## src/hdl/mdst_pkg.sv

```systemverilog
// ----------------------------------------------------------------------------
// mdst_pkg
// Shared types and constants of the motion detector with sleep timer.
// ----------------------------------------------------------------------------
package mdst_pkg;

	localparam int AXES             = 3;
	localparam int PORT_SAMPLE_BITS = 16;
	localparam int PORT_TIME_BITS   = 32;
	localparam int THRESH_BITS      = 18;
	localparam int DEV_BITS         = 18;
	localparam int IN_DATA_BITS     = 80;
	localparam int OUT_DATA_BITS    = 72;
	localparam int RES_BITS         = 68;
	localparam int APB_ADDR_BITS    = 4;
	localparam int APB_DATA_BITS    = 32;

	localparam logic [THRESH_BITS-1:0]    THRESHOLD_RST  = 18'd204;
	localparam logic [PORT_TIME_BITS-1:0] TIMEOUT_RST    = 32'd500;
	localparam logic                      AUTO_START_RST = 1'b1;

	typedef enum logic [1:0] {
		REG_THRESHOLD  = 2'd0,
		REG_TIMEOUT    = 2'd1,
		REG_AUTO_START = 2'd2
	} reg_idx_t;

	// One input item as it moves down the pipeline. Axis 0 is x.
	typedef struct packed {
		logic                                        query;
		logic [AXES-1:0][PORT_SAMPLE_BITS-1:0]       sample;
		logic [PORT_TIME_BITS-1:0]                   now_ms;
	} item_t;

	typedef struct packed {
		logic [THRESH_BITS-1:0]    threshold;
		logic [PORT_TIME_BITS-1:0] timeout_ms;
		logic                      auto_start;
	} cfg_t;

	// Result item, laid out so that moved sits in bit 0.
	typedef struct packed {
		logic                                  asleep;
		logic [AXES-1:0][PORT_SAMPLE_BITS-1:0] avg;
		logic [DEV_BITS-1:0]                   dev;
		logic                                  moved;
	} res_t;

endpackage

```

## src/hdl/motion_detect_sleep_timer.sv

```systemverilog
// ----------------------------------------------------------------------------
// motion_detect_sleep_timer
// Three-axis moving-average motion detector with a millisecond sleep timer.
// ----------------------------------------------------------------------------
// A result reaches m_tvalid from its input transfer through stages s1 to s7 and the output register.
// Throughput: one item per cycle; the ring memory read at accept and the
// write-back one stage later keep one sample per cycle against the ring.
// A stall at the output freezes the whole pipeline.
// Reset clears the slot pointer, ring fill flags and motion record, presets cfg;
// the ring memory is not cleared, the first sample stands in for all entries.
module motion_detect_sleep_timer
	import mdst_pkg::*;
#(
	parameter int RING_DEPTH  = 8,
	parameter int SAMPLE_BITS = 16,
	parameter int TIME_BITS   = 32
) (
	input  logic                     clk,
	input  logic                     arst_n,
	input  logic                     s_tvalid,
	output logic                     s_tready,
	// sample_x[15:0], sample_y[31:16], sample_z[47:32], now_ms[79:48]
	input  logic [IN_DATA_BITS-1:0]  s_tdata,
	// func[0]
	input  logic [0:0]               s_tuser,
	output logic                     m_tvalid,
	input  logic                     m_tready,
	// moved[0], deviation_sum[18:1], avg_x[34:19], avg_y[50:35],
	// avg_z[66:51], asleep[67], zero[71:68]
	output logic [OUT_DATA_BITS-1:0] m_tdata,
	input  logic                     psel,
	input  logic                     penable,
	input  logic                     pwrite,
	input  logic [APB_ADDR_BITS-1:0] paddr,
	input  logic [APB_DATA_BITS-1:0] pwdata,
	output logic [APB_DATA_BITS-1:0] prdata,
	output logic                     pready
);

	localparam int SUM_BITS = SAMPLE_BITS + $clog2(RING_DEPTH);

	logic                          adv;
	item_t                         in_item;
	cfg_t                          cfg;
	logic                          v_s2, v_s5;
	item_t                         item_s2, item_s5;
	logic signed [SUM_BITS-1:0]    sum_s2 [AXES];
	logic signed [SAMPLE_BITS-1:0] avg_s5 [AXES];
	res_t                          out_res;

	assign pready = 1'b1;

	// The pipeline moves whenever the output register is free or drained.
	assign adv      = !m_tvalid || m_tready;
	assign s_tready = adv;

	assign in_item.query     = s_tuser[0];
	assign in_item.sample[0] = s_tdata[15:0];
	assign in_item.sample[1] = s_tdata[31:16];
	assign in_item.sample[2] = s_tdata[47:32];
	assign in_item.now_ms    = s_tdata[79:48];

	assign m_tdata = {(OUT_DATA_BITS - RES_BITS)'(0), out_res};

	mdst_regs u_regs (
		.clk     (clk),
		.arst_n  (arst_n),
		.psel    (psel),
		.penable (penable),
		.pwrite  (pwrite),
		.paddr   (paddr),
		.pwdata  (pwdata),
		.prdata  (prdata),
		.cfg     (cfg)
	);

	mdst_ring #(
		.RING_DEPTH  (RING_DEPTH),
		.SAMPLE_BITS (SAMPLE_BITS),
		.SUM_BITS    (SUM_BITS)
	) u_ring (
		.clk      (clk),
		.arst_n   (arst_n),
		.adv      (adv),
		.in_valid (s_tvalid),
		.in_item  (in_item),
		.v_s2     (v_s2),
		.item_s2  (item_s2),
		.sum_s2   (sum_s2)
	);

	mdst_avg #(
		.RING_DEPTH  (RING_DEPTH),
		.SAMPLE_BITS (SAMPLE_BITS),
		.SUM_BITS    (SUM_BITS)
	) u_avg (
		.clk     (clk),
		.arst_n  (arst_n),
		.adv     (adv),
		.v_s2    (v_s2),
		.item_s2 (item_s2),
		.sum_s2  (sum_s2),
		.v_s5    (v_s5),
		.item_s5 (item_s5),
		.avg_s5  (avg_s5)
	);

	mdst_decide #(
		.SAMPLE_BITS (SAMPLE_BITS),
		.TIME_BITS   (TIME_BITS)
	) u_decide (
		.clk       (clk),
		.arst_n    (arst_n),
		.adv       (adv),
		.cfg       (cfg),
		.v_s5      (v_s5),
		.item_s5   (item_s5),
		.avg_s5    (avg_s5),
		.out_valid (m_tvalid),
		.out_res   (out_res)
	);

endmodule

```

## src/hdl/mdst_regs.sv

```systemverilog
// ----------------------------------------------------------------------------
// mdst_regs
// APB register file: motion threshold, sleep timeout and auto-start mode.
// ----------------------------------------------------------------------------
module mdst_regs
	import mdst_pkg::*;
(
	input  logic                     clk,
	input  logic                     arst_n,
	input  logic                     psel,
	input  logic                     penable,
	input  logic                     pwrite,
	input  logic [APB_ADDR_BITS-1:0] paddr,
	input  logic [APB_DATA_BITS-1:0] pwdata,
	output logic [APB_DATA_BITS-1:0] prdata,
	output cfg_t                     cfg
);

	cfg_t     cfg_q;
	reg_idx_t idx;
	logic     wr_en;

	assign idx   = reg_idx_t'(paddr[3:2]);
	assign wr_en = psel && penable && pwrite;
	assign cfg   = cfg_q;

	always_ff @(posedge clk or negedge arst_n) begin
		if (!arst_n) begin
			cfg_q.threshold  <= THRESHOLD_RST;
			cfg_q.timeout_ms <= TIMEOUT_RST;
			cfg_q.auto_start <= AUTO_START_RST;
		end else if (wr_en) begin
			case (idx)
				REG_THRESHOLD:  cfg_q.threshold  <= pwdata[THRESH_BITS-1:0];
				REG_TIMEOUT:    cfg_q.timeout_ms <= pwdata[PORT_TIME_BITS-1:0];
				REG_AUTO_START: cfg_q.auto_start <= pwdata[0];
				default: ;
			endcase
		end
	end

	always_comb begin
		case (idx)
			REG_THRESHOLD:  prdata = APB_DATA_BITS'(cfg_q.threshold);
			REG_TIMEOUT:    prdata = APB_DATA_BITS'(cfg_q.timeout_ms);
			REG_AUTO_START: prdata = APB_DATA_BITS'(cfg_q.auto_start);
			default:        prdata = '0;
		endcase
	end

endmodule

```

## src/hdl/mdst_ring.sv

```systemverilog
// ----------------------------------------------------------------------------
// mdst_ring
// Sample ring memory with running per-axis sums (read, modify, write back).
// ----------------------------------------------------------------------------
module mdst_ring
	import mdst_pkg::*;
#(
	parameter int RING_DEPTH  = 8,
	parameter int SAMPLE_BITS = 16,
	parameter int SUM_BITS    = 19
) (
	input  logic                       clk,
	input  logic                       arst_n,
	input  logic                       adv,
	input  logic                       in_valid,
	input  item_t                      in_item,
	output logic                       v_s2,
	output item_t                      item_s2,
	output logic signed [SUM_BITS-1:0] sum_s2 [AXES]
);

	localparam int SLOT_BITS = $clog2(RING_DEPTH);
	localparam logic [SLOT_BITS-1:0] LAST_SLOT = SLOT_BITS'(RING_DEPTH - 1);
	localparam logic signed [SUM_BITS-1:0] DEPTH_S = SUM_BITS'(RING_DEPTH);

	logic [AXES*SAMPLE_BITS-1:0] mem [RING_DEPTH];

	logic [SLOT_BITS-1:0]          slot_q;
	logic                          primed_q;
	logic                          wrapped_q;
	logic signed [SAMPLE_BITS-1:0] first_q [AXES];
	logic signed [SUM_BITS-1:0]    sum_q   [AXES];

	logic                          v_s1;
	item_t                         item_s1;
	logic [SLOT_BITS-1:0]          slot_s1;
	logic                          fresh_s1;
	logic                          stale_s1;
	logic [AXES*SAMPLE_BITS-1:0]   rd_s1;

	logic                          acc_sample;
	logic                          upd_s1;
	logic [AXES*SAMPLE_BITS-1:0]   wr_word;
	logic signed [SAMPLE_BITS-1:0] new_smp [AXES];
	logic signed [SAMPLE_BITS-1:0] old_smp [AXES];
	logic signed [SUM_BITS-1:0]    sum_nxt [AXES];

	assign acc_sample = adv && in_valid && !in_item.query;
	assign upd_s1     = adv && v_s1 && !item_s1.query;

	// Slots advance in order; until the first wrap, an entry that was not
	// rewritten counts as holding the first sample, which first_q stands in for.
	always_ff @(posedge clk or negedge arst_n) begin
		if (!arst_n) begin
			slot_q    <= '0;
			primed_q  <= 1'b0;
			wrapped_q <= 1'b0;
			v_s1      <= 1'b0;
			v_s2      <= 1'b0;
		end else begin
			if (acc_sample) begin
				primed_q <= 1'b1;
				if (slot_q == LAST_SLOT) begin
					slot_q    <= '0;
					wrapped_q <= 1'b1;
				end else begin
					slot_q <= slot_q + 1'b1;
				end
			end
			if (adv) begin
				v_s1 <= in_valid;
				v_s2 <= v_s1;
			end
		end
	end

	always_ff @(posedge clk) begin
		if (acc_sample && !primed_q) begin
			for (int a = 0; a < AXES; a++) begin
				first_q[a] <= in_item.sample[a][SAMPLE_BITS-1:0];
			end
		end
		if (adv) begin
			item_s1  <= in_item;
			slot_s1  <= slot_q;
			fresh_s1 <= !primed_q;
			stale_s1 <= !wrapped_q;
			item_s2  <= item_s1;
			sum_s2   <= sum_nxt;
		end
		if (upd_s1) begin
			sum_q <= sum_nxt;
		end
	end

	// Ring memory: one read port, one write port.
	always_ff @(posedge clk) begin
		if (adv) begin
			rd_s1 <= mem[slot_q];
		end
		if (upd_s1) begin
			mem[slot_s1] <= wr_word;
		end
	end

	always_comb begin
		for (int a = 0; a < AXES; a++) begin
			new_smp[a] = item_s1.sample[a][SAMPLE_BITS-1:0];
			old_smp[a] = stale_s1 ? first_q[a] : rd_s1[a*SAMPLE_BITS +: SAMPLE_BITS];
			wr_word[a*SAMPLE_BITS +: SAMPLE_BITS] = new_smp[a];
			if (fresh_s1) begin
				sum_nxt[a] = SUM_BITS'(new_smp[a]) * DEPTH_S;
			end else begin
				sum_nxt[a] = sum_q[a] - SUM_BITS'(old_smp[a]) + SUM_BITS'(new_smp[a]);
			end
		end
	end

endmodule

```

## src/hdl/mdst_avg.sv

```systemverilog
// ----------------------------------------------------------------------------
// mdst_avg
// Ring average: sum divided by the ring depth, truncated toward zero, done
// as magnitude times a reciprocal over three stages.
// ----------------------------------------------------------------------------
module mdst_avg
	import mdst_pkg::*;
#(
	parameter int RING_DEPTH  = 8,
	parameter int SAMPLE_BITS = 16,
	parameter int SUM_BITS    = 19
) (
	input  logic                          clk,
	input  logic                          arst_n,
	input  logic                          adv,
	input  logic                          v_s2,
	input  item_t                         item_s2,
	input  logic signed [SUM_BITS-1:0]    sum_s2 [AXES],
	output logic                          v_s5,
	output item_t                         item_s5,
	output logic signed [SAMPLE_BITS-1:0] avg_s5 [AXES]
);

	localparam int DEPTH_LOG  = $clog2(RING_DEPTH);
	localparam int SHIFT      = SUM_BITS + DEPTH_LOG;
	localparam int RECIP_BITS = SUM_BITS + 1;
	localparam int PROD_BITS  = SUM_BITS + RECIP_BITS;
	// Rounded-up reciprocal; exact for every magnitude below 2**SUM_BITS.
	localparam logic [RECIP_BITS-1:0] RECIP =
		RECIP_BITS'(((64'd1 << SHIFT) + 64'(RING_DEPTH) - 64'd1) / 64'(RING_DEPTH));

	logic                   v_s3, v_s4;
	item_t                  item_s3, item_s4;
	logic [SUM_BITS-1:0]    mag_s3 [AXES];
	logic                   neg_s3 [AXES];
	logic [SAMPLE_BITS-1:0] quo_s4 [AXES];
	logic                   neg_s4 [AXES];
	logic [PROD_BITS-1:0]   prod   [AXES];

	always_ff @(posedge clk or negedge arst_n) begin
		if (!arst_n) begin
			v_s3 <= 1'b0;
			v_s4 <= 1'b0;
			v_s5 <= 1'b0;
		end else if (adv) begin
			v_s3 <= v_s2;
			v_s4 <= v_s3;
			v_s5 <= v_s4;
		end
	end

	always_comb begin
		for (int a = 0; a < AXES; a++) begin
			prod[a] = PROD_BITS'(mag_s3[a]) * PROD_BITS'(RECIP);
		end
	end

	always_ff @(posedge clk) begin
		if (adv) begin
			item_s3 <= item_s2;
			item_s4 <= item_s3;
			item_s5 <= item_s4;
			for (int a = 0; a < AXES; a++) begin
				neg_s3[a] <= sum_s2[a][SUM_BITS-1];
				mag_s3[a] <= sum_s2[a][SUM_BITS-1] ? SUM_BITS'(-sum_s2[a])
				                                   : SUM_BITS'(sum_s2[a]);
				neg_s4[a] <= neg_s3[a];
				quo_s4[a] <= prod[a][SHIFT +: SAMPLE_BITS];
				avg_s5[a] <= neg_s4[a] ? -quo_s4[a] : quo_s4[a];
			end
		end
	end

endmodule

```

## src/hdl/mdst_decide.sv

```systemverilog
// ----------------------------------------------------------------------------
// mdst_decide
// Deviation from the averages, motion threshold, motion time and sleep
// decision, ending in the output register.
// ----------------------------------------------------------------------------
module mdst_decide
	import mdst_pkg::*;
#(
	parameter int SAMPLE_BITS = 16,
	parameter int TIME_BITS   = 32
) (
	input  logic                          clk,
	input  logic                          arst_n,
	input  logic                          adv,
	input  cfg_t                          cfg,
	input  logic                          v_s5,
	input  item_t                         item_s5,
	input  logic signed [SAMPLE_BITS-1:0] avg_s5 [AXES],
	output logic                          out_valid,
	output res_t                          out_res
);

	localparam int DIFF_BITS = SAMPLE_BITS + 1;
	localparam int SUMD_BITS = SAMPLE_BITS + 2;

	logic                          v_s6, v_s7;
	item_t                         item_s6, item_s7;
	logic signed [SAMPLE_BITS-1:0] avg_s6 [AXES];
	logic signed [SAMPLE_BITS-1:0] avg_s7 [AXES];
	logic signed [DIFF_BITS-1:0]   diff_s6 [AXES];
	logic [SAMPLE_BITS-1:0]        ad_s7 [AXES];
	logic signed [SAMPLE_BITS-1:0] smp_s5 [AXES];

	logic                 out_valid_q;
	res_t                 res_q;
	logic [TIME_BITS-1:0] last_q;
	logic                 seen_q;

	logic [SUMD_BITS-1:0] dev;
	logic [TIME_BITS-1:0] elapsed;
	logic                 moved;
	logic                 timer_sleep;
	res_t                 res_nxt;

	always_comb begin
		for (int a = 0; a < AXES; a++) begin
			smp_s5[a] = item_s5.sample[a][SAMPLE_BITS-1:0];
		end
	end

	always_ff @(posedge clk) begin
		if (adv) begin
			item_s6 <= item_s5;
			item_s7 <= item_s6;
			avg_s6  <= avg_s5;
			avg_s7  <= avg_s6;
			for (int a = 0; a < AXES; a++) begin
				diff_s6[a] <= DIFF_BITS'(avg_s5[a]) - DIFF_BITS'(smp_s5[a]);
				ad_s7[a]   <= diff_s6[a][DIFF_BITS-1] ? SAMPLE_BITS'(-diff_s6[a])
				                                      : SAMPLE_BITS'(diff_s6[a]);
			end
		end
	end

	// A moving sample resets the timer to zero elapsed, so it never sleeps.
	always_comb begin
		dev = SUMD_BITS'(ad_s7[0]) + SUMD_BITS'(ad_s7[1]) + SUMD_BITS'(ad_s7[2]);
		elapsed = item_s7.now_ms[TIME_BITS-1:0] - last_q;
		timer_sleep = seen_q && (PORT_TIME_BITS'(elapsed) > cfg.timeout_ms);
		moved = !item_s7.query && (THRESH_BITS'(dev) > cfg.threshold);
		res_nxt.moved  = moved;
		res_nxt.asleep = !moved && ((cfg.auto_start && !seen_q) || timer_sleep);
		res_nxt.dev    = item_s7.query ? '0 : DEV_BITS'(dev);
		for (int a = 0; a < AXES; a++) begin
			res_nxt.avg[a] = item_s7.query ? '0 : PORT_SAMPLE_BITS'(avg_s7[a]);
		end
	end

	always_ff @(posedge clk or negedge arst_n) begin
		if (!arst_n) begin
			v_s6        <= 1'b0;
			v_s7        <= 1'b0;
			out_valid_q <= 1'b0;
			last_q      <= '0;
			seen_q      <= 1'b0;
		end else if (adv) begin
			v_s6        <= v_s5;
			v_s7        <= v_s6;
			out_valid_q <= v_s7;
			if (v_s7 && moved) begin
				last_q <= item_s7.now_ms[TIME_BITS-1:0];
				seen_q <= 1'b1;
			end
		end
	end

	always_ff @(posedge clk) begin
		if (adv) begin
			res_q <= res_nxt;
		end
	end

	assign out_valid = out_valid_q;
	assign out_res   = res_q;

endmodule

```

## config.mk

```make
export PLATFORM = sky130hd
export DESIGN_NAME = motion_detect_sleep_timer
export DESIGN_NICKNAME = d
export VERILOG_FILES = /design/src/hdl/mdst_pkg.sv /design/src/hdl/motion_detect_sleep_timer.sv /design/src/hdl/mdst_regs.sv /design/src/hdl/mdst_ring.sv /design/src/hdl/mdst_avg.sv /design/src/hdl/mdst_decide.sv
export SDC_FILE = /design/constraint.sdc
export NUM_CORES = 2
export LEC_CHECK = 0
export ABC_CLOCK_PERIOD_IN_PS = 36100
export BUFFER_PORTS_ARGS = -buffer_cell sky130_fd_sc_hd__buf_4
export CELL_PAD_IN_SITES_DETAIL_PLACEMENT = 2
export CELL_PAD_IN_SITES_GLOBAL_PLACEMENT = 2
export CORE_AREA = 4 4 371 464
export CTS_CLUSTER_DIAMETER = 50
export DETAILED_ROUTE_END_ITERATION = 6
export DIE_AREA = 0 0 375 468
export PLACE_DENSITY_LB_ADDON = 0.1
export SKIP_CTS_REPAIR_TIMING = 1
export SYNTH_ARGS = -nofsm -noshare
export SYNTH_HDL_FRONTEND = slang
export SYNTH_HIERARCHICAL = 1
export SYNTH_SLANG_ARGS = --single-unit
export TNS_END_PERCENT = 5
```

## constraint.sdc

```tcl
create_clock -name clk -period 36.1 [get_ports clk]
set_clock_uncertainty 0.15 [all_clocks]
set_input_delay 1.805 -clock clk [delete_from_list [all_inputs] [get_ports clk]]
set_output_delay 1.805 -clock clk [all_outputs]
set_load 0.03 [all_outputs]
```

* After elaboration in Yosys (flattened, before gate mapping)
Memories as Yosys holds them, arrays and structs flattened. A register that Yosys moved wholly into a read port is not among the register bits.
Cells that the tools add are included.
** Cells by class
- Add/sub/neg operators :: 22
- Multiply operators :: 0
- Divide/modulo/power cells :: 0
- Magnitude comparators :: 2
- Equality and inequality tests :: 3
- Shifts and indexed selects :: 0
- Mux-type cells :: 23
- Bitwise operators :: 0
- Reductions and logical operators :: 28
** Operators by type and width (number)
- two-way mux 16 bit :: 9
- two-way mux 19 bit :: 6
- negator 16 bit :: 6
- case mux 32 bit (3 select lines) :: 1
- adder 19 x 16 -> 19 bit :: 3
- negator 19 bit :: 3
- subtractor 19 x 16 -> 19 bit :: 3
- subtractor 16 x 16 -> 17 bit :: 3
- greater-than comparator 32 bit :: 1
- subtractor 32 bit :: 1
- adder 18 x 16 -> 18 bit :: 1
- greater-than comparator 18 bit :: 1
- adder 16 x 16 -> 17 bit :: 1
- logical AND 1 bit :: 12
- AND reduction 2 bit :: 5
- zero test 1 bit :: 8
- two-way mux 1 bit :: 6
- adder 3 x 1 -> 3 bit (second input constant) :: 1
- equality test 3 bit (second input constant) :: 1
- two-way mux 3 bit :: 1
- equality test 2 x 1 -> 1 bit (second input constant) :: 1
- equality test 2 bit (second input constant) :: 1
- zero test 2 bit :: 1
- logical OR 1 bit :: 2
** Word-level totals
- Register bits after elaboration :: 899
- Bits in latches :: 0
- Bits in writable memories :: 642
- ROM bits :: 0
- Input port bits :: 124
- Memories kept :: 8
** Memory list
- u_ring.mem :: words 8, bits a word 48, rd ports 1, clocked after Yosys merged registers in 1, wr ports 1, RTL line mdst_ring.sv:26 : logic [AXES*SAMPLE_BITS-1:0] mem [RING_DEPTH];
- u_avg.mag_s3 :: words 3, bits a word 19, rd ports 3, clocked after Yosys merged registers in 0, wr ports 3, RTL line mdst_avg.sv:34 : logic [SUM_BITS-1:0] mag_s3 [AXES];
- u_decide.diff_s6 :: words 3, bits a word 17, rd ports 3, clocked after Yosys merged registers in 0, wr ports 3, RTL line mdst_decide.sv:30 : logic signed [DIFF_BITS-1:0] diff_s6 [AXES];
- u_avg.quo_s4 :: words 3, bits a word 16, rd ports 3, clocked after Yosys merged registers in 0, wr ports 3, RTL line mdst_avg.sv:36 : logic [SAMPLE_BITS-1:0] quo_s4 [AXES];
- u_decide.ad_s7 :: words 3, bits a word 16, rd ports 3, clocked after Yosys merged registers in 0, wr ports 3, RTL line mdst_decide.sv:31 : logic [SAMPLE_BITS-1:0] ad_s7 [AXES];
- u_ring.first_q :: words 3, bits a word 16, rd ports 3, clocked after Yosys merged registers in 0, wr ports 3, RTL line mdst_ring.sv:31 : logic signed [SAMPLE_BITS-1:0] first_q [AXES];
- 2 more memories

* Depth between registers and ports, before layout
- Depth in word-level cells :: 7
- Gate-level depth with buffers :: 24

* By module
Netlist, hierarchy kept.
** Modules (own cells, without submodules)
- mdst_ring :: times used 1, cells an instance 1770, area each 31697.9 µm², seq. area each 23027.1 µm²
- mdst_decide :: times used 1, cells an instance 1494, area each 18886.9 µm², seq. area each 10780.3 µm²
- mdst_avg :: times used 1, cells an instance 666, area each 13716.9 µm², seq. area each 11876.4 µm²
- mdst_regs :: times used 1, cells an instance 167, area each 2328.5 µm², seq. area each 1290.0 µm²
- motion_detect_sleep_timer :: times used 1, cells an instance 8, area each 51.3 µm², seq. area each 0.0 µm²

* Worst setup path after synthesis
No wires, ideal clock.
- Kind :: input port to flip-flop
- Start :: input port m_tready
- End :: memory u_ring/mem[1][0] in the netlist's numbering (enable)
- Setup time :: 0.513 ns
- Arrival time :: 34.648 ns
- Slack :: 0.789 ns
- Stages on the path :: 5
- Buffers on the path :: 0
- Cell sequence :: nand2b_1 > nand2_1 > nor2_1 > nand2_1 > nor3_1
** Between the ends
- Word-level cells in the longest chain between the ends :: 5
** RTL lines
- start: declaration :: RTL line motion_detect_sleep_timer.sv:27 : input logic m_tready,
- logical OR 1 bit :: RTL line motion_detect_sleep_timer.sv:54 : assign adv = !m_tvalid || m_tready;
- logical AND 1 bit (2 in series) :: RTL line mdst_ring.sv:49 : assign upd_s1 = adv && v_s1 && !item_s1.query;
- net u_ring.upd_s1 :: RTL line mdst_ring.sv:42 : logic upd_s1;
- two-way mux 1 bit :: RTL line mdst_ring.sv:101 : if (upd_s1) begin
- two-way mux 1 bit (not written as such) :: RTL line mdst_ring.sv:102 : mem[slot_s1] <= wr_word;
- end: declaration :: RTL line mdst_ring.sv:26
The timed path passes the listed nets, and every way through them passes these cells.

==> metrics <==
PnR worst setup slack=29330 ps; GRT overflow=0; antenna violations before repair=2; number of synthesized register bits=1580; Register-to-Register Path Depth=23; CTS max path bufs=3; top cell type's share of synthesized area=66.78%; CTS H-tree lvls=4; number of max-cap violations=0; first drt pass iteration count=5; crit end category=flop; Tcrit/Tclk final=18.75%; CTS tree=done; WL/cell=23.16 µm; startpoint types=flop; Final Max Tran Viols=0; commonest cells in the netlist=edfxtp_1 (1483), inv_1 (408), ha_1 (209), xnor2_1 (192), mux2_2 (161); setup TNS=0 ps; layout cells sized above 1=18.72%; endpoints failing hold=0; EDFF count, synth=1483; Final Wtd Congestion=0.7679; I/O Pins=231; sequential cell area=46980 µm²; Worst-Skew Late Latency=800 ps; Initial Util=39.80%; reg2reg setup slack=29330 ps; CP Class=flop to flop; largest cells by area after synthesis=edfxtp_1 (67%), ha_1 (3.9%), mux4_2 (3.3%); Hold Crit Class=flop to flop; Post-Synthesis Cells=4105; largest net degree at the start of global routing=88; drt drc=0; detailed-route via count=34700; dpl cells=6500; Finished Layout Cells=6823; Netlist cell types=91; placed cell areas=71140 µm²; top_reg_cell synth=edfxtp_1; area grow syn2layout=15.53%; Synth area leader=edfxtp_1; Post-Route WL=158000 µm; hold_sp=u_avg/mag_s3[0][31]; hold worst-path end=u_avg/quo_s4[0][25]; Critical R2R Capture=u_decide/last_q[3]; largest fanout on the critical path=21; Slew headroom=21.13%; Avg Cell Area, Syn=16.24 µm²; area of the multi-input gates=17800 µm²; Post-DP HPWL=109200 µm; FILL cells=15710; Die X=375 µm; Worst-path clk slew=60 ps; row count=168; Ys Warns=6; asr flop ratio synth=6.139%; vias in the first global route=38950; count of input and output buffers=223; CP required=36630 ps; critical path arrival=7290 ps; leading cell type by number of instances after synthesis=edfxtp_1; reg2reg start=u_decide/ad_s7[0][1]; root buffer cell=clkbuf_16; post-route cell area=77040 µm²; Max Fclk=0.1478 GHz; die area=175500 µm²; post-route minimum period=6767 ps; All-Layer GR Usage=18.11%; Sink Count=1580; antenna-violating nets left=0; first-pass GRT wire length=241600 µm; Final Setup Violations=0; WHS Path Cells=0; Vias/cell=5.086; RSZ-0062 raised after global routing=false; die span in y=468 µm; total CTS buffers=174; post-synthesis sequential area ratio=70.45%; status=finished clean; pre-CTS setup slack=29110 ps; DRT iter0 DRCs=1730; Worst-Margin Slew=1172 ps; Final nets=4874; cell area after synthesis=66680 µm²; core footprint=167500 µm²
## cell usage in the layout (no fill, tap or decap), types with 26 or more instances in the layout
master,Yosys,routed
mux4_2,97,97
fa_1,75,75
nor2_1,136,128
nand2_1,150,150
mux2_2,161,161
o21a_1,34,34
nand2b_1,27,26
xnor2_1,192,192
inv_1,408,408
dfrtp_1,86,83
nand3_1,30,30
nor2b_1,87,87
clkbuf_16,0,182
xor2_1,57,57
and2_1,31,31
edfxtp_1,1483,1483
a21o_1,68,68
mux2i_1,27,27
nor3_1,32,30
o21ai_0,138,138
o31ai_1,41,41
a21oi_1,129,129
clkbuf_1,54,35
buf_4,14,274
ha_1,209,209
## metrics by stage
| step | hold slack (ps) | utilization, % |
|---|---|---|
| 2_1_floorplan | 250.3 | - |
| 3_3_place_gp | 251.0 | 42.47 |
| 3_5_place_dp | 255.1 | 42.47 |
| 4_1_cts | 249.2 | 45.98 |
| 5_1_grt | 264.6 | 45.98 |
| 6_report | 256.8 | 45.98 |
## worst max-delay path, cell delays in order (launching register included)
cell	delay [ps]
edfxtp_1	330
inv_1	60
fa_1	530
inv_1	40
ha_1	220
fa_1	410
a21o_1	180
a21oi_1	300
o21a_1	210
o31ai_1	150
a311o_1	350
a21oi_1	240
nor2b_1	100
o21a_1	200
ha_1	290
nand4_1	170
nor4_1	300
o21ai_0	280
nand2_1	130
nor2_1	40
o22ai_1	420
and3_1	670
buf_4	450
mux2_2	390
## cells by family (layout without fill, tap and decap cells)
family / after synthesis / count (layout) / share of synthesized area, %
fa+ha+maj: 284 / 284 / 6.173
simple gates: 619 / 619 / 4.809
flops: 1580 / 1580 / 70.45
compound gates: 560 / 560 / 5.481
mux: 310 / 310 / 6.823
xor+xnor: 249 / 249 / 3.271
buf+inv: 501 / 1004 / 2.987
other cells: 2 / 7 / 0.01126
## how the worst max path moves through the flow
stage	startpoint	end	slack, ps	depth (start not counted)
3_3_place_gp	u_decide/ad_s7[0][1]	u_decide/last_q[2]	29200	23
3_5_place_dp	u_decide/ad_s7[0][1]	u_decide/last_q[3]	29110	23
6_report	u_decide/ad_s7[0][1]	u_decide/last_q[3]	29330	23
2_1_floorplan	m_tready	u_ring/mem[1][0]	790	5
5_1_grt	u_decide/ad_s7[0][1]	u_decide/last_q[9]	28930	23
4_1_cts	u_decide/ad_s7[0][1]	u_decide/last_q[3]	29120	23
## layer usage
| layer | GRT usage, % | part of all wire, % | wire (µm) | vias up |
|---|---|---|---|---|
| met5 | 0 | 0 | 0 | - |
| met4 | 5.326 | 2.5 | 3925 | 0 |
| met3 | 2.664 | 3.2 | 5068 | 208 |
| met2 | 33.13 | 53 | 83120 | 544 |
| met1 | 22.21 | 42 | 65900 | 17930 |
| li1 | - | - | - | 16020 |
## registers in the layout (all words and copies together) (netlist names), 51 cells and up
| register | flops |
|---|---|
| u_ring/sum_q | 57 |
| u_avg/item_s5 | 81 |
| u_ring/item_s1 | 81 |
| u_avg/item_s3 | 81 |
| u_ring/sum_s2 | 57 |
| u_ring/mem | 384 |
| u_avg/item_s4 | 81 |
| u_ring/item_s2 | 81 |
| u_regs/cfg | 51 |
| u_decide/out_res | 68 |
| u_decide/diff_s6 | 51 |
## layout make-up
class | count | area share, %
Multi-Input combinational cell | 2027 | 23.11
Antenna cell | 2 | 0.006496
Timing Repair Buffer | 274 | 2.670
Tap cell | 2210 | 3.589
Sequential cell | 1580 | 60.99
Clock inverter | 98 | 1.455
Inverter | 409 | 1.993
Clock buffer | 223 | 6.189
Power is left out: the tool's default activity adds up to more than one toggle a clock period on the data nets, which glitch-free logic cannot reach.
